### src/rtl/glsq_pkg.sv
// Package for the game pad link sequencer: types, state and code constants, decode functions.
`default_nettype none

package glsq_pkg;

    // Link state numbers.
    localparam logic [4:0] ST_IDLE        = 5'd0;
    localparam logic [4:0] ST_SPEED_CHECK = 5'd1;
    localparam logic [4:0] ST_SLOW_INIT   = 5'd2;
    localparam logic [4:0] ST_SLOW_ENTER  = 5'd3;
    localparam logic [4:0] ST_SLOW_QUERY  = 5'd4;
    localparam logic [4:0] ST_SLOW_LOCK   = 5'd5;
    localparam logic [4:0] ST_SLOW_VIB0   = 5'd6;
    localparam logic [4:0] ST_SLOW_VIB1   = 5'd7;
    localparam logic [4:0] ST_SLOW_VIB2   = 5'd8;
    localparam logic [4:0] ST_SLOW_VIB3   = 5'd9;
    localparam logic [4:0] ST_SLOW_EXIT   = 5'd10;
    localparam logic [4:0] ST_DIGITAL     = 5'd11;
    localparam logic [4:0] ST_TWIST       = 5'd12;
    localparam logic [4:0] ST_ANALOG      = 5'd13;
    localparam logic [4:0] ST_FAST_INIT   = 5'd14;
    localparam logic [4:0] ST_FAST_ENTER  = 5'd15;
    localparam logic [4:0] ST_FAST_QUERY  = 5'd16;
    localparam logic [4:0] ST_FAST_LOCK   = 5'd17;
    localparam logic [4:0] ST_PRESS0      = 5'd18;
    localparam logic [4:0] ST_PRESS1      = 5'd19;
    localparam logic [4:0] ST_PRESS2      = 5'd20;
    localparam logic [4:0] ST_PRESS3      = 5'd21;
    localparam logic [4:0] ST_FAST_VIB0   = 5'd22;
    localparam logic [4:0] ST_FAST_VIB1   = 5'd23;
    localparam logic [4:0] ST_FAST_VIB2   = 5'd24;
    localparam logic [4:0] ST_FAST_VIB3   = 5'd25;
    localparam logic [4:0] ST_FAST_EXIT   = 5'd26;
    localparam logic [4:0] ST_FAST_TWIST  = 5'd27;
    localparam logic [4:0] ST_ANALOG2     = 5'd28;

    // Frame kinds.
    localparam logic [2:0] FRM_POLL     = 3'd0;
    localparam logic [2:0] FRM_ENTER    = 3'd1;
    localparam logic [2:0] FRM_QUERY    = 3'd2;
    localparam logic [2:0] FRM_LOCK     = 3'd3;
    localparam logic [2:0] FRM_VIB_MAP  = 3'd4;
    localparam logic [2:0] FRM_PRESSURE = 3'd5;
    localparam logic [2:0] FRM_EXIT     = 3'd6;
    localparam logic [2:0] FRM_MOTORS   = 3'd7;

    // Device kinds.
    localparam logic [2:0] DEV_NONE       = 3'd0;
    localparam logic [2:0] DEV_INIT       = 3'd1;
    localparam logic [2:0] DEV_DIGITAL    = 3'd2;
    localparam logic [2:0] DEV_TWIST      = 3'd3;
    localparam logic [2:0] DEV_ANALOG     = 3'd4;
    localparam logic [2:0] DEV_FAST_INIT  = 3'd5;
    localparam logic [2:0] DEV_FAST_TWIST = 3'd6;
    localparam logic [2:0] DEV_ANALOG2    = 3'd7;

    // Response bytes and words; the check byte is the high byte of a word.
    localparam logic [7:0]  READY_BYTE   = 8'h5a;
    localparam logic [7:0]  ID_TWIST     = 8'h23;
    localparam logic [15:0] WORD_QUERY   = 16'h5af3;
    localparam logic [15:0] WORD_FTWIST  = 16'h5aa5;
    localparam logic [15:0] WORD_DIGITAL = 16'h5a41;
    localparam logic [15:0] WORD_TWIST   = 16'h5a23;
    localparam logic [15:0] WORD_ANALOG  = 16'h5a73;
    localparam logic [15:0] WORD_ANALOG2 = 16'h5a79;

    typedef struct packed {
        logic [7:0] resp_id;
        logic [7:0] resp_check;
        logic       load_small;
        logic [7:0] small_power;
        logic [7:0] small_ticks;
        logic       load_large;
        logic [7:0] large_power;
        logic [7:0] large_ticks;
    } t_glsq_item;

    typedef struct packed {
        logic [4:0] seq;
        logic [2:0] device;
        logic [7:0] small_drive;
        logic [7:0] large_drive;
        logic [7:0] small_count;
        logic [7:0] large_count;
    } t_glsq_state;

    function automatic logic [2:0] device_of(input logic [4:0] s);
        logic [2:0] d;
        d = DEV_NONE;
        priority if (s == ST_IDLE)        d = DEV_NONE;
        else if (s <= ST_SLOW_EXIT)       d = DEV_INIT;
        else if (s == ST_DIGITAL)         d = DEV_DIGITAL;
        else if (s == ST_TWIST)           d = DEV_TWIST;
        else if (s == ST_ANALOG)          d = DEV_ANALOG;
        else if (s <= ST_FAST_EXIT)       d = DEV_FAST_INIT;
        else if (s == ST_FAST_TWIST)      d = DEV_FAST_TWIST;
        else if (s == ST_ANALOG2)         d = DEV_ANALOG2;
        else                              d = DEV_NONE;
        return d;
    endfunction

    function automatic logic [2:0] frame_of(input logic [4:0] s);
        logic [2:0] f;
        f = FRM_POLL;
        unique case (s)
            ST_SLOW_ENTER, ST_FAST_ENTER: f = FRM_ENTER;
            ST_SLOW_QUERY, ST_FAST_QUERY: f = FRM_QUERY;
            ST_SLOW_LOCK, ST_FAST_LOCK:   f = FRM_LOCK;
            ST_SLOW_VIB0, ST_SLOW_VIB1, ST_SLOW_VIB2, ST_SLOW_VIB3,
            ST_FAST_VIB0, ST_FAST_VIB1, ST_FAST_VIB2, ST_FAST_VIB3: f = FRM_VIB_MAP;
            ST_PRESS0, ST_PRESS1, ST_PRESS2, ST_PRESS3: f = FRM_PRESSURE;
            ST_SLOW_EXIT, ST_FAST_EXIT:   f = FRM_EXIT;
            ST_ANALOG, ST_ANALOG2:        f = FRM_MOTORS;
            default:                      f = FRM_POLL;
        endcase
        return f;
    endfunction

    function automatic logic fast_of(input logic [4:0] s);
        return (s == ST_SPEED_CHECK) || ((s >= ST_FAST_INIT) && (s <= ST_ANALOG2));
    endfunction

endpackage

`default_nettype wire

### src/rtl/glsq_step.sv
// Next-state logic of the link sequencer and the motor drive countdown for one response item.
`default_nettype none

module glsq_step
    import glsq_pkg::*;
(
    input  wire t_glsq_state i_cur,
    input  wire t_glsq_item  i_item,
    output t_glsq_state      o_nxt
);

    logic        ok;
    logic [15:0] word;
    logic        fail;
    logic [4:0]  seq_next;
    logic [7:0]  small_drive_l;
    logic [7:0]  small_count_l;
    logic [7:0]  large_drive_l;
    logic [7:0]  large_count_l;

    assign ok   = (i_item.resp_check == READY_BYTE);
    assign word = {i_item.resp_check, i_item.resp_id};

    always_comb begin
        fail     = 1'b0;
        seq_next = ST_IDLE;
        unique case (i_cur.seq)
            ST_IDLE: begin
                seq_next = ST_SPEED_CHECK;
                fail     = !ok;
            end
            ST_SPEED_CHECK: seq_next = ok ? ST_FAST_INIT : ST_SLOW_INIT;
            ST_SLOW_INIT: begin
                seq_next = (i_item.resp_id == ID_TWIST) ? ST_TWIST : ST_SLOW_ENTER;
                fail     = !ok;
            end
            ST_SLOW_ENTER: seq_next = ok ? ST_SLOW_QUERY : ST_DIGITAL;
            ST_SLOW_QUERY: seq_next = (word == WORD_QUERY) ? ST_SLOW_LOCK : ST_DIGITAL;
            ST_SLOW_LOCK, ST_SLOW_VIB0, ST_SLOW_VIB1, ST_SLOW_VIB2, ST_SLOW_VIB3,
            ST_FAST_LOCK, ST_PRESS0, ST_PRESS1, ST_PRESS2, ST_PRESS3,
            ST_FAST_VIB0, ST_FAST_VIB1, ST_FAST_VIB2, ST_FAST_VIB3: begin
                seq_next = i_cur.seq + 5'd1;
                fail     = !ok;
            end
            ST_SLOW_EXIT: begin
                seq_next = ST_ANALOG;
                fail     = !ok;
            end
            ST_DIGITAL: begin
                seq_next = ST_DIGITAL;
                fail     = (word != WORD_DIGITAL);
            end
            ST_TWIST: begin
                seq_next = ST_TWIST;
                fail     = (word != WORD_TWIST);
            end
            ST_ANALOG: begin
                seq_next = ST_ANALOG;
                fail     = (word != WORD_ANALOG);
            end
            ST_FAST_INIT: begin
                seq_next = ST_FAST_ENTER;
                fail     = !ok;
            end
            ST_FAST_ENTER: seq_next = ok ? ST_FAST_QUERY : ST_DIGITAL;
            ST_FAST_QUERY: begin
                priority if (word == WORD_QUERY)  seq_next = ST_FAST_LOCK;
                else if (word == WORD_FTWIST)     seq_next = ST_FAST_TWIST;
                else                              seq_next = ST_DIGITAL;
            end
            ST_FAST_EXIT: begin
                seq_next = ST_ANALOG2;
                fail     = !ok;
            end
            ST_FAST_TWIST: begin
                seq_next = ST_FAST_TWIST;
                fail     = (word != WORD_FTWIST);
            end
            ST_ANALOG2: begin
                seq_next = ST_ANALOG2;
                fail     = (word != WORD_ANALOG2);
            end
            default: begin
                seq_next = ST_IDLE;
                fail     = 1'b1;
            end
        endcase
    end

    assign small_drive_l = i_item.load_small ? i_item.small_power : i_cur.small_drive;
    assign small_count_l = i_item.load_small ? i_item.small_ticks : i_cur.small_count;
    assign large_drive_l = i_item.load_large ? i_item.large_power : i_cur.large_drive;
    assign large_count_l = i_item.load_large ? i_item.large_ticks : i_cur.large_count;

    always_comb begin
        o_nxt.seq    = fail ? ST_IDLE : seq_next;
        o_nxt.device = fail ? DEV_NONE : device_of(i_cur.seq);
        if (small_count_l != 8'd0) begin
            o_nxt.small_count = small_count_l - 8'd1;
            o_nxt.small_drive = small_drive_l;
        end else begin
            o_nxt.small_count = 8'd0;
            o_nxt.small_drive = 8'd0;
        end
        if (large_count_l != 8'd0) begin
            o_nxt.large_count = large_count_l - 8'd1;
            o_nxt.large_drive = large_drive_l;
        end else begin
            o_nxt.large_count = 8'd0;
            o_nxt.large_drive = 8'd0;
        end
    end

endmodule

`default_nettype wire

### src/rtl/game_pad_link_sequencer_top.sv
// Top level of the game pad link sequencer: input register, link state and result port.
`default_nettype none

// Each input item is the pad's reply to one frame; the block answers with exactly one
// result item that names the next frame, its bit clock, the detected device and the
// motor bytes. An item is taken into an input register and, once the result slot is free,
// resolved by one pass of the next-state logic into the link state registers, which also
// hold the result until it is taken. One item per clock cycle is sustained while the
// result port is ready; a stalled result port holds at most one more item in the input
// register before the input side stalls too.
module game_pad_link_sequencer_top
    import glsq_pkg::*;
(
    input  wire         i_clk,
    input  wire         i_rst_n,
    input  wire         s_axis_tvalid,
    output logic        s_axis_tready,
    // resp_id, resp_check, small_power, small_ticks, large_power, large_ticks
    input  wire  [47:0] s_axis_tdata,
    // load_small, load_large
    input  wire  [1:0]  s_axis_tuser,
    output logic        m_axis_tvalid,
    input  wire         m_axis_tready,
    // frame_kind, high_speed, device_kind, link_state, motor_small_out,
    // motor_large_out, zero fill
    output logic [31:0] m_axis_tdata
);

    logic        r_in_valid;
    logic        n_in_valid;
    t_glsq_item  r_in_item;
    logic        r_out_valid;
    logic        n_out_valid;
    t_glsq_state r_state;
    t_glsq_state n_state;
    logic        advance;
    logic        in_take;

    assign advance       = r_in_valid && (!r_out_valid || m_axis_tready);
    assign s_axis_tready = !r_in_valid || advance;
    assign in_take       = s_axis_tvalid && s_axis_tready;

    assign n_in_valid  = in_take || (r_in_valid && !advance);
    assign n_out_valid = advance || (r_out_valid && !m_axis_tready);

    glsq_step u_step (
        .i_cur  (r_state),
        .i_item (r_in_item),
        .o_nxt  (n_state)
    );

    always_ff @(posedge i_clk) begin
        if (!i_rst_n) begin
            r_in_valid  <= 1'b0;
            r_out_valid <= 1'b0;
            r_state     <= '0;
        end else begin
            r_in_valid  <= n_in_valid;
            r_out_valid <= n_out_valid;
            if (advance) begin
                r_state <= n_state;
            end
        end
    end

    always_ff @(posedge i_clk) begin
        if (in_take) begin
            r_in_item.resp_id     <= s_axis_tdata[7:0];
            r_in_item.resp_check  <= s_axis_tdata[15:8];
            r_in_item.load_small  <= s_axis_tuser[0];
            r_in_item.small_power <= s_axis_tdata[23:16];
            r_in_item.small_ticks <= s_axis_tdata[31:24];
            r_in_item.load_large  <= s_axis_tuser[1];
            r_in_item.large_power <= s_axis_tdata[39:32];
            r_in_item.large_ticks <= s_axis_tdata[47:40];
        end
    end

    assign m_axis_tvalid = r_out_valid;
    assign m_axis_tdata  = {4'd0, r_state.large_drive, r_state.small_drive, r_state.seq,
                            r_state.device, fast_of(r_state.seq), frame_of(r_state.seq)};

    a_state_range: assert property (@(posedge i_clk) disable iff (!i_rst_n)
        r_state.seq <= ST_ANALOG2)
        else $error("Link state left the defined range.");

    a_idle_no_device: assert property (@(posedge i_clk) disable iff (!i_rst_n)
        r_state.seq == ST_IDLE |-> r_state.device == DEV_NONE)
        else $error("Idle link state reports a device.");

    a_held_item: assert property (@(posedge i_clk) disable iff (!i_rst_n)
        r_in_valid && !advance |=> r_in_valid && $stable(r_in_item))
        else $error("A waiting input item was lost or changed.");

    a_state_hold: assert property (@(posedge i_clk) disable iff (!i_rst_n)
        r_out_valid && !m_axis_tready |=> $stable(r_state))
        else $error("Link state changed while its result was waiting.");

endmodule

`default_nettype wire

### config.mk
export PLATFORM = sky130hd
export DESIGN_NAME = game_pad_link_sequencer_top
export DESIGN_NICKNAME = d
export VERILOG_FILES = /design/src/rtl/glsq_pkg.sv /design/src/rtl/glsq_step.sv /design/src/rtl/game_pad_link_sequencer_top.sv
export SDC_FILE = /design/constraint.sdc
export NUM_CORES = 1
export LEC_CHECK = 0
export ABC_AREA = 0
export BUFFER_PORTS_ARGS = -buffer_cell sky130_fd_sc_hd__buf_2
export CORE_ASPECT_RATIO = 0.7
export CORE_MARGIN = 4
export CORE_UTILIZATION = 30
export DETAILED_ROUTE_END_ITERATION = 16
export HOLD_SLACK_MARGIN = 0.06
export MAX_ROUTING_LAYER = met4
export PLACE_DENSITY_LB_ADDON = 0.3
export SLEW_MARGIN = 20
export SYNTH_ARGS = -nofsm -noshare
export SYNTH_HDL_FRONTEND = slang
export SYNTH_SLANG_ARGS = --single-unit
### constraint.sdc
create_clock -name i_clk -period 6.94 [get_ports i_clk]
set_input_delay 0 -clock i_clk [delete_from_list [all_inputs] [get_ports i_clk]]
set_output_delay 0 -clock i_clk [all_outputs]
set_load 0.005 [all_outputs]
* Word level (Yosys, flattened, before mapping)
Memories as Yosys holds them, arrays and structs flattened. A register that Yosys moved wholly into a read port is not among the register bits. Cells that the tools add are included.
Storage, ports and cells: bits in read-only memories 96, output and inout bits 34, register bits 92, memories 1, bits of input ports 54
Memory list:
- (no name shown) | words 32, bits a word 3, rd ports 1, clocked after Yosys merged registers in 1, write ports 0, line glsq_pkg.sv:105 | unique case (s)
Cells by class: equal/unequal tests 39, reductions and logical operators 25, $lt $le $gt $ge 4, $add $sub $neg 3, multiplexer cells 29
Operators with widths (number):
- inequality test 16 x 15 -> 1 bit (second input constant) | 5
- one-hot mux 5 bit (14 select lines) | 1
- equality test 5 bit (second input constant) | 13
- 2-to-1 mux 8 bit | 8
- equality test 5 x 4 -> 1 bit (second input constant) | 8
- equality test 16 x 15 -> 1 bit (second input constant) | 2
- 2-to-1 mux 5 bit | 6
- 2-to-1 mux 3 bit | 9
- equality test 5 x 3 -> 1 bit (second input constant) | 4
- OR reduction 19 bit | 1
- 2-to-1 mux 4 bit | 4
- nonzero test 8 bit | 2
- subtractor 8 x 1 -> 8 bit (second input constant) | 2
- OR reduction 14 bit | 1
- equality test 5 x 2 -> 1 bit (second input constant) | 2
- less-or-equal comparator 5 bit (second input constant) | 2
- equality test 8 x 6 -> 1 bit (second input constant) | 1
- equality test 8 x 7 -> 1 bit (second input constant) | 1
- one-hot mux 1 bit (7 select lines) | 1
- adder 5 x 1 -> 5 bit (second input constant) | 1
- equality test 5 x 1 -> 1 bit (second input constant) | 1
- greater-or-equal comparator 5 x 4 -> 1 bit (second input constant) | 1
- less-or-equal comparator 5 x 4 -> 1 bit (second input constant) | 1
- logical AND 1 bit | 5
- other kinds (7) | 18

* Depth between registers and ports, before layout
Gate-level depths: netlist of run 1.
word-level depth 10, depth in mapped cells 15, gate-level depth less buffers 11

* Hierarchy
Synthesis of run 1 repeated with hierarchy kept, for this count alone.
Unflattened totals: cells, all modules 564, area, all modules 5317.6 um2
Modules (own cells, without submodules):
- game_pad_link_sequencer_top | cells an instance 310, area an instance 3575.9 um2, times used 1, sequential area each 2402.3 um2
- glsq_step | cells an instance 254, area an instance 1741.7 um2, times used 1, sequential area each 0.0 um2

* Worst setup path after synthesis of run 1
OpenSTA, ideal clock, no wires.
path type register to register, start point reg r_state (netlist bit m_axis_tdata[7]), end point reg m_axis_tdata[0] (netlist name), data arrival time 2.987 ns, path buffers 3, path slack 3.838 ns, required time 6.825 ns, stages on the path, launching flop included 15, cells stage by stage dfxtp_1 > buf_2 > inv_1 > ha_1 > buf_6 > or4_4 > o21ai_2 > o221ai_2 > nor4_2 > and4b_1 > buf_6 > a32o_2 > a21boi_1 > o211a_1 > o21a_1
Between the ends: cells in the longest elaborated chain, start to end 6, elaborated cells on any way between the ends 40, classes of those cells 1 x add/sub; 28 x eq/ne; 5 x mux; 6 x reduce/logical
RTL lines:
- from (decl) | line game_pad_link_sequencer_top.sv:34 | t_glsq_state r_state;
- from (signal assigned) | line game_pad_link_sequencer_top.sv:61 | r_state <= n_state;
- equality test 5 x 3 -> 1 bit, or another cell as far along | line glsq_step.sv:27 | unique case (i_cur.seq)
- OR reduction 14 bit, or another cell as far along | line glsq_step.sv:27
- one-hot mux 5 bit (14 select lines) or one-hot mux 1 bit (7 select lines) (tied branches) | line glsq_step.sv:27
- 2-to-1 mux 5 bit | line glsq_step.sv:96 | o_nxt.seq = fail ? ST_IDLE : seq_next;
- 2-to-1 mux 5 bit (no source line) (*) (2 in a row)
Mark *: on every way between the ends. The rest lies on a longest branch, timed or not. A chain may end at the register's enable or synchronous reset.

* Final worst setup path of run 1
start point reg r_state (netlist bit m_axis_tdata[8]), end point reg m_axis_tdata[0] (netlist name)
Between the ends: cells in the longest elaborated chain, start to end 6, elaborated cells on any way between the ends 40, classes of those cells 1 x add/sub; 28 x eq/ne; 5 x mux; 6 x reduce/logical
RTL lines (line):
- equality test 5 x 3 -> 1 bit, or another cell as far along | glsq_step.sv:27
- OR reduction 14 bit, or another cell as far along | glsq_step.sv:27
- one-hot mux 5 bit (14 select lines) or one-hot mux 1 bit (7 select lines) (tied branches) | glsq_step.sv:27
- 2-to-1 mux 5 bit | glsq_step.sv:96
- 2-to-1 mux 5 bit (no source line) (*) (2 in a row)
Marks and branches as above.

==> results of run 1 <==
[power groups by stage]
stage	registers, mW	clock network (mW)	logic [mW]
floorplan	0.648	0	0.0932
global placement	0.659	0	0.114
detailed placement	0.660	0	0.118
CTS	0.648	0.596	0.141
global route	0.652	0.616	0.158
finish	0.648	0.572	0.140
[routing by layer]
layer	part of all wire [%]	GRT usage, %	vias up
met5	0	-	-
met4	0.85	3.83	0
met3	5.1	3.75	7
met2	46	21.1	126
met1	48	18.3	2070
li1	-	-	2127
[what timing repair did]
action,CTS,global route
resized for setup,0,0
hold endpoints to repair,52,0
hold buffers,53,0
setup buffers,0,0
[cells in the mapped netlist, types with 17 or more instances]
library cell | n | area [um^2]
buf_4 | 28 | 210
mux2i_1 | 17 | 170
nor2_1 | 26 | 97.6
clkbuf_1 | 23 | 86.3
nor2b_1 | 38 | 238
edfxtp_1 | 50 | 1500
dfxtp_1 | 45 | 901
nand2_1 | 30 | 113
nand2b_1 | 25 | 156
o21ai_0 | 21 | 105
a21oi_1 | 18 | 90.1
a22oi_1 | 28 | 210
[flip-flops by register name, indices dropped and copies added (netlist names)]
signal and count:
r_in_item 50, m_axis_tdata 27, r_state 16, m_axis_tvalid 1
r_in_valid 1
[how the worst max path moves through the flow]
stage,start,end,slack [ps],cells past startpoint
6_report,m_axis_tdata[8],m_axis_tdata[0],3260,11
5_1_grt,r_in_item[33],m_axis_tdata[12],3010,9
4_1_cts,m_axis_tdata[8],m_axis_tdata[0],3310,11
3_5_place_dp,m_axis_tdata[8],m_axis_tdata[0],3360,11
3_3_place_gp,m_axis_tdata[7],m_axis_tdata[0],3430,11
2_1_floorplan,m_axis_tdata[7],m_axis_tdata[0],3840,14
[critical path: cells and delay by family (launching register included)]
kind / cells / cell delay [ps]
flip-flops: 1 / 680
AND/OR/NAND/NOR: 5 / 1380
adder cells (fa/ha/maj): 1 / 390
buffers and inverters: 1 / 170
AO/OA/AOI/OAI: 4 / 950
[logic make-up after synthesis]
| kind of cell | Yosys count | share of synthesized area, % |
|---|---|---|
| compound gates | 144 | 20.3 |
| xor+xnor | 5 | 0.832 |
| fa+ha+maj | 7 | 1.66 |
| buf+inv | 74 | 7.91 |
| flops | 95 | 45.6 |
| mux | 17 | 3.23 |
| other cells | 1 | 0.0712 |
| simple gates | 188 | 20.4 |
[area by class of cell]
class	count	area [um^2]
Sequential cell	95	2400
Clock buffer	10	229
Fill cell	1678	10700
Inverter	9	33.8
Tap cell	231	289
Clock inverter	6	115
Timing Repair Buffer	141	983
Multi-Input combinational cell	365	2460
==> results.sh, run 1 <==
export IMPL_period_minus_slack_ps=3680
export IMPL_cts_root_buffer="clkbuf_16"
export IMPL_ios=88
export IMPL_path_cells="inv_1 -> ha_1 -> nor2_1 -> nor2_1 -> or3_1 -> nor4_2 -> and4b_1 -> a32oi_4 -> a21boi_1 -> o211a_1 -> o21a_1"
export IMPL_ys_seq_area_share_pct=45.6
export IMPL_finalPower_mw=1.36
export IMPL_clk_latency_ps=350
export IMPL_antenna_found_initial=0
export IMPL_cp_arrival_ps=3920
export IMPL_detail_route_antenna_nets=0
export IMPL_numCtsBuffers=9
export IMPL_final_util_pct=37.9
export IMPL_initial_core_util_pct=30.7
export IMPL_cpMaxStageDelayCell="dfxtp_1"
export IMPL_clk_path_buf_depth=2
export IMPL_overflow=0
export IMPL_rsz0062_at_grt="false"
export IMPL_synth_cells=531
export IMPL_avgRoutedWirePerCell_um=15.3
export IMPL_final_area_um2=6510
export IMPL_routabilityCongestion=0.818
export IMPL_grt_pass1_vias=4252
export IMPL_worstMarginPinSlew_ps=989
export IMPL_skew_ps=7.54
export IMPL_seqPwrFrac_pct=47.7
export IMPL_grt_pass1_wl_um=21600
export IMPL_wl_um=13100
export IMPL_ys_warnings_count=0
export IMPL_power_share_switching_pct=22.6
export IMPL_finalHoldViolCount=0
export IMPL_maxCapViolations=0
export IMPL_r2r_end="m_axis_tdata[0]"
export IMPL_hold_depth=2
export IMPL_synth_edf_count=50
export IMPL_max_stage_delay_ps=680
export IMPL_dieArea_um2=19800
export IMPL_start_kind="flip-flop"
export IMPL_ir_worst_vdd_v=0.000126
export IMPL_synth_area_um2=5270
export IMPL_dp_cells=788
export IMPL_hold_class="in -> reg"
export IMPL_crit_type="reg -> reg"
export IMPL_synth_seq_cells=95
export IMPL_synth_flop_cell="edfxtp_1"
export IMPL_final_cell_mix="83 x buf_2, 53 x dlygate4sd3_1, 50 x edfxtp_1"
export IMPL_hold_start="i_rst_n"
export IMPL_antenna_cells=0
export IMPL_worst_setup_path_end_kind="flip-flop"
export IMPL_p_leak_nw=2.45
export IMPL_grt_max_degree=51
export IMPL_holdWs_ps=265
export IMPL_fp_coreArea_um2=17200
export IMPL_required_ps=7180
export IMPL_finish_net_count=682
export IMPL_r2r_setup_slack_ps=3260
export IMPL_pwr_share_clk_pct=42.0
export IMPL_h_tree_depth=3
export IMPL_min_to="m_axis_tvalid"
export IMPL_placed_area_um2=5640
export IMPL_tritoncts="yes"
export IMPL_p_switching_mw=0.307
export IMPL_outcome="finished clean"
export IMPL_r2r_start="m_axis_tdata[8]"
export IMPL_postSynthAreaPerCell_um2=9.92
export IMPL_drt_first_iter_violations=324
export IMPL_synth_cell_type_count=69
export IMPL_rows=40
export IMPL_stdcell_count=857
export IMPL_p_int_mw=1.05
export IMPL_final_period_utilization_pct=53.1
export IMPL_io_buffers=83
export IMPL_slew_headroom_pct=34.1
export IMPL_drc=0
export IMPL_dp_hpwl_um=8680
export IMPL_drt_first_pass_iters=5
export IMPL_die_h_um=119
export IMPL_track_usage_pct=13.8
export IMPL_max_clock_freq_ghz=0.272
export IMPL_ys_async_sr_fraction_pct=0
export IMPL_vias_per_cell=5.05
export IMPL_fin_ws_ps=3260
export IMPL_vias=4330
export IMPL_layout_commonest_cell="buf_2"
export IMPL_ff2ff_path_depth=11
export IMPL_drive_above_1_share_pct=19.2
export IMPL_cts_clk_slew_worst_paths_ps=60
export IMPL_areaGrowthSynthToFinish_pct=23.7
export IMPL_power_density_nw_per_um2=209
export IMPL_fp_dieW_um=166
export IMPL_crit_top_cell="nor2_1"
export IMPL_cts_sinks=95
export IMPL_slew_violations=0
export IMPL_combinationalPowerShare_pct=10.3
export IMPL_cp_max_fo=14
export IMPL_place_ws_ps=3360
export IMPL_setup_tns_final_ps=0
export IMPL_finalSetupViolCount=0
Power figures use the tool's default switching activity.
==> inputs of run 2 (changes only) <==
==> constraint.sdc (replaced) <==
create_clock -name i_clk -period 3 [get_ports i_clk]
set_input_delay 0 -clock i_clk [delete_from_list [all_inputs] [get_ports i_clk]]
set_output_delay 0 -clock i_clk [all_outputs]
set_load 0.005 [all_outputs]
==> run 2 against run 1 <==
Compared with the run above: the run now ends with negative setup slack left; via count up 2.8%; wire length up 5.2%; flip-flop and latch count unchanged; critical path type unchanged; largest cell class unchanged; largest power group unchanged.
==> results.sh, run 2 (synthesis gave the netlist of run 1 again) <==
export IMPL_ios=88
export IMPL_largest_register_ffs=50
export IMPL_detail_route_antenna_nets=0
export IMPL_finalHoldViolCount=0
export IMPL_overflow=0
export IMPL_finalSetupViolCount=2
export IMPL_crit_type="reg -> reg"
export IMPL_max_clock_freq_ghz=0.330
export IMPL_violations="negative setup slack"
export IMPL_layout_commonest_cell="buf_2"
export IMPL_start_kind="flip-flop"
export IMPL_cts_clk_slew_worst_paths_ps=70
export IMPL_gr_usage_met3_pct=3.62
export IMPL_clk_latency_ps=350
export IMPL_avgRoutedWirePerCell_um=15.5
export IMPL_numCtsBuffers=9
export IMPL_grt_pass1_wl_um=22500
export IMPL_slew_violations=0
export IMPL_initial_core_util_pct=30.7
export IMPL_wl_um=13800
export IMPL_fin_ws_ps=-33.5
export IMPL_finalPower_mw=3.02
export IMPL_skew_ps=8.02
export IMPL_clk_path_buf_depth=2
export IMPL_drt_first_iter_violations=311
export IMPL_cts_sinks=95
export IMPL_grt_pass1_vias=4323
export IMPL_fp_coreArea_um2=17200
export IMPL_period_minus_slack_ps=3030
export IMPL_track_usage_pct=14.3
export IMPL_hold_class="in -> reg"
export IMPL_dp_hpwl_um=9540
export IMPL_p_leak_nw=2.61
export IMPL_use_met1_pct=19.4
export IMPL_power_density_nw_per_um2=440
export IMPL_fp_dieW_um=166
export IMPL_die_h_um=119
export IMPL_stdcell_count=893
export IMPL_required_ps=3290
export IMPL_top_usage_layer="met2"
export IMPL_vias_per_cell=4.98
export IMPL_outcome="finished with violations"
export IMPL_dp_cells=819
export IMPL_rsz0062_at_grt="true"
export IMPL_final_cell_mix="83 x buf_2, 53 x dlygate4sd3_1, 50 x edfxtp_1"
export IMPL_drt_first_pass_iters=4
export IMPL_h_tree_depth=3
export IMPL_maxCapViolations=0
export IMPL_drc=0
export IMPL_io_buffers=83
export IMPL_worst_setup_path_end_kind="flip-flop"
export IMPL_final_period_utilization_pct=101
export IMPL_antenna_found_initial=0
export IMPL_rows=40
export IMPL_slew_headroom_pct=49.1
export IMPL_cts_root_buffer="clkbuf_16"
export IMPL_worstMarginPinSlew_ps=758
export IMPL_antenna_cells=0
export IMPL_finish_net_count=718
export IMPL_max_flop_register="r_in_item"
export IMPL_use_met2_pct=21.8
export IMPL_tritoncts="yes"
export IMPL_routabilityCongestion=0.865
export IMPL_cp_arrival_ps=3320
export IMPL_areaGrowthSynthToFinish_pct=30.3
export IMPL_ir_worst_vdd_v=0.000208
export IMPL_dieArea_um2=19800
export IMPL_drive_above_1_share_pct=25.8
export IMPL_grt_max_degree=48
export IMPL_vias=4451
export IMPL_cp_max_fo=5
## run 2: critical path: stages, from the launching register on
cell and delay (ps):
dfxtp_4 370, clkinvlp_4 130, ha_4 200, nor3_4 210
nor3_2 70, or3_4 370, a222oi_1 420, nand3b_1 240
a32oi_4 370, a21oi_1 140, o2111ai_2 220, o311a_1 210
## run 2: through the flow
step	instance area [um^2]	worst slack [ps]	TNS, ps	util [%]	hold slack [ps]
after floorplan	5290	0.426	0	-	98.9
after global placement	5870	-77.2	-149	34.2	176
after detailed placement	5870	-142	-276	34.2	178
after CTS	6750	0.887	0	39.3	268
after global routing	6860	-175	-400	40.0	319
final	6860	-33.5	-54.8	40.0	265
## run 2: power by group
part	switching, mW	leakage (nW)	total [mW]	internal [mW]
Clock	0.525	0.144	1.18	0.658
Combinational	0.165	1.62	0.351	0.186
Sequential	0.0455	0.856	1.48	1.44
## run 2: layer usage
metal / vias to the layer above / routed length (um)
li1: 2201 / -
met1: 2112 / 6790
met2: 123 / 6160
met3: 15 / 704
met4: 0 / 144
met5: - / 0
## run 2: area by class of cell
type                       count  area (um^2)
fill                        1679        10300
multi-input combinational    366         2570
sequential                    95         2410
timing repair buffer         176         1250
tap                          231          289
clock buffer                   9          225
clock inverter                 7         80.1
inverter                       9         37.5
## run 2: what timing repair did
item                       in CTS  in global routing
setup endpoints to repair       3                  3
setup buffers                   1                  3
gates resized for setup         5                 17
hold buffers                   53                  0
cloned                          1                  0
pin swaps                       3                 12
hold endpoints to repair       52                  0
## run 2: path summary, 6_finish.rpt
path	startpoint	depth (start not counted)	slack, ps	to
worst min register to register	m_axis_tdata[19]	2	470	m_axis_tdata[19]
worst max register to register	m_axis_tdata[7]	11	-30	m_axis_tdata[2]
worst max-delay path	m_axis_tdata[7]	11	-30	m_axis_tdata[2]
worst min-delay path	i_rst_n	2	260	m_axis_tvalid
==> inputs of run 3 (changes only) <==
--- a/config.mk
+++ b/config.mk
@@ -10,6 +10,7 @@
 export CORE_ASPECT_RATIO = 0.7
 export CORE_MARGIN = 4
 export CORE_UTILIZATION = 30
+export CTS_BUF_LIST = sky130_fd_sc_hd__clkbuf_4 sky130_fd_sc_hd__clkbuf_8
 export DETAILED_ROUTE_END_ITERATION = 16
 export HOLD_SLACK_MARGIN = 0.06
 export MAX_ROUTING_LAYER = met4
==> run 3 against run 2 <==
Compared with the run above: the flow still finishes with violations (negative setup slack); first-iteration DRC count is 14% lower; non-clock buffer count rose by 4; cell count grew 0.45%; clock skew is 0.69 ps higher; critical endpoint unchanged.
==> results.sh, run 3 (synthesis gave the netlist of run 1 again) <==
export IMPL_worstMarginPinSlew_ps=761
export IMPL_ff2ff_path_depth=11
export IMPL_layout_commonest_cell="buf_2"
export IMPL_start_kind="flip-flop"
export IMPL_endpoint="m_axis_tdata[2]"
export IMPL_finish_net_count=722
export IMPL_overflow=0
export IMPL_maxCapViolations=0
export IMPL_grt_pass1_vias=4326
export IMPL_clk_path_buf_depth=2
export IMPL_fin_ws_ps=-57.6
export IMPL_rows=40
export IMPL_p_leak_nw=2.59
export IMPL_place_ws_ps=-142
export IMPL_path_depth=11
export IMPL_cts_root_buffer="clkbuf_8"
export IMPL_detail_route_antenna_nets=0
export IMPL_vias=4510
export IMPL_final_util_pct=39.6
export IMPL_routabilityCongestion=0.865
export IMPL_drt_first_pass_iters=5
export IMPL_numCtsBuffers=9
export IMPL_r2r_setup_slack_ps=-60
export IMPL_power_density_nw_per_um2=400
export IMPL_drt_first_iter_violations=268
export IMPL_rsz0062_at_grt="true"
export IMPL_drc=0
export IMPL_skew_ps=8.71
export IMPL_finalPower_mw=2.72
export IMPL_h_tree_depth=3
export IMPL_fp_dieW_um=166
export IMPL_dp_hpwl_um=9540
export IMPL_finalHoldViolCount=0
export IMPL_crit_type="reg -> reg"
export IMPL_ir_worst_vdd_v=0.000265
export IMPL_max_clock_freq_ghz=0.327
export IMPL_fillers=1678
export IMPL_worst_setup_path_end_kind="flip-flop"
export IMPL_tritoncts="yes"
export IMPL_setup_tns_final_ps=-88.5
export IMPL_areaGrowthSynthToFinish_pct=29.0
export IMPL_crit_path_start="m_axis_tdata[8]"
export IMPL_die_h_um=119
export IMPL_largest_register_ffs=50
export IMPL_r2r_start="m_axis_tdata[8]"
export IMPL_slew_headroom_pct=48.9
export IMPL_cp_arrival_ps=3330
export IMPL_initial_core_util_pct=30.7
export IMPL_avgRoutedWirePerCell_um=15.4
export IMPL_finalSetupViolCount=2
export IMPL_clk_latency_ps=380
export IMPL_cp_max_fo=6
export IMPL_antenna_found_initial=0
export IMPL_cts_sinks=95
export IMPL_wl_um=13800
export IMPL_drive_above_1_share_pct=26.4
export IMPL_max_stage_delay_ps=420
export IMPL_seqCellArea_um2=2410
export IMPL_holdWs_ps=222
export IMPL_final_period_utilization_pct=102
export IMPL_cpMaxStageDelayCell="or4_1"
export IMPL_dieArea_um2=19800
export IMPL_hold_start="i_rst_n"
export IMPL_required_ps=3270
export IMPL_outcome="finished with violations"
export IMPL_cp_top_family="compound AO/OA/AOI/OAI gates"
export IMPL_io_buffers=83
export IMPL_multi_input_area_um2=2570
export IMPL_fp_coreArea_um2=17200
export IMPL_vias_per_cell=5.03
export IMPL_r2r_end="m_axis_tdata[2]"
export IMPL_hold_class="in -> reg"
export IMPL_ios=88
export IMPL_slew_violations=0
export IMPL_antenna_cells=0
export IMPL_path_cells="clkinvlp_4 -> ha_4 -> buf_4 -> nor4b_4 -> a21oi_1 -> and3_1 -> a211o_1 -> or4_1 -> a32o_2 -> buf_4 -> o311a_1"
export IMPL_cts_clk_slew_worst_paths_ps=100
export IMPL_final_cell_mix="83 x buf_2, 53 x dlygate4sd3_1, 50 x edfxtp_1"
export IMPL_period_minus_slack_ps=3060
export IMPL_violations="negative setup slack"
export IMPL_grt_max_degree=48
export IMPL_crit_buf_inv=3
export IMPL_crit_top_cell="buf_4"
export IMPL_grt_pass1_wl_um=22500
export IMPL_track_usage_pct=14.4
export IMPL_max_flop_register="r_in_item"
## run 3: timing repair
| item | in CTS | in global routing |
|---|---|---|
| setup endpoints to repair | 3 | 3 |
| gates cloned | 1 | 0 |
| gates resized for setup | 6 | 18 |
| hold buffers | 53 | 0 |
| setup buffers | 1 | 7 |
| endpoints found under the hold margin | 52 | 0 |
| pin swaps | 4 | 12 |
## run 3: final cells by class
cell class / count / area share (%)
Multi-Input combinational cell: 366 / 37.9
Sequential cell: 95 / 35.5
Timing Repair Buffer: 180 / 18.8
Tap cell: 231 / 4.25
Clock buffer: 9 / 1.82
Clock inverter: 7 / 1.18
Inverter: 9 / 0.552
## run 3: per-layer routing
layer	wire length [um]	part of all wire, %	track usage, %
met1	6570	47	19.4
met2	6230	45	21.7
met3	844	6.1	3.62
met4	203	1.5	4.04
met5	0	0	-
## run 3: worst min-delay path by stage
stage / to / slack (ps) / cells past startpoint
5_1_grt: m_axis_tvalid / 260 / 2
2_1_floorplan: r_in_item[0] / 100 / 0
3_3_place_gp: r_in_item[19] / 180 / 1
4_1_cts: m_axis_tvalid / 210 / 2
6_report: m_axis_tvalid / 220 / 2
3_5_place_dp: r_in_item[32] / 180 / 1
## run 3: where the power goes
group,internal (mW),switching (mW)
clock,0.397,0.489
combinational,0.186,0.165
sequential,1.44,0.0455
total,2.02,0.700
## run 3: through the flow
step | instances | area [um^2]
5_1_grt | 897 | 6790
6_report | 897 | 6790
3_3_place_gp | 819 | 5870
4_1_cts | 890 | 6650
2_1_floorplan | 534 | 5290
3_5_place_dp | 819 | 5870
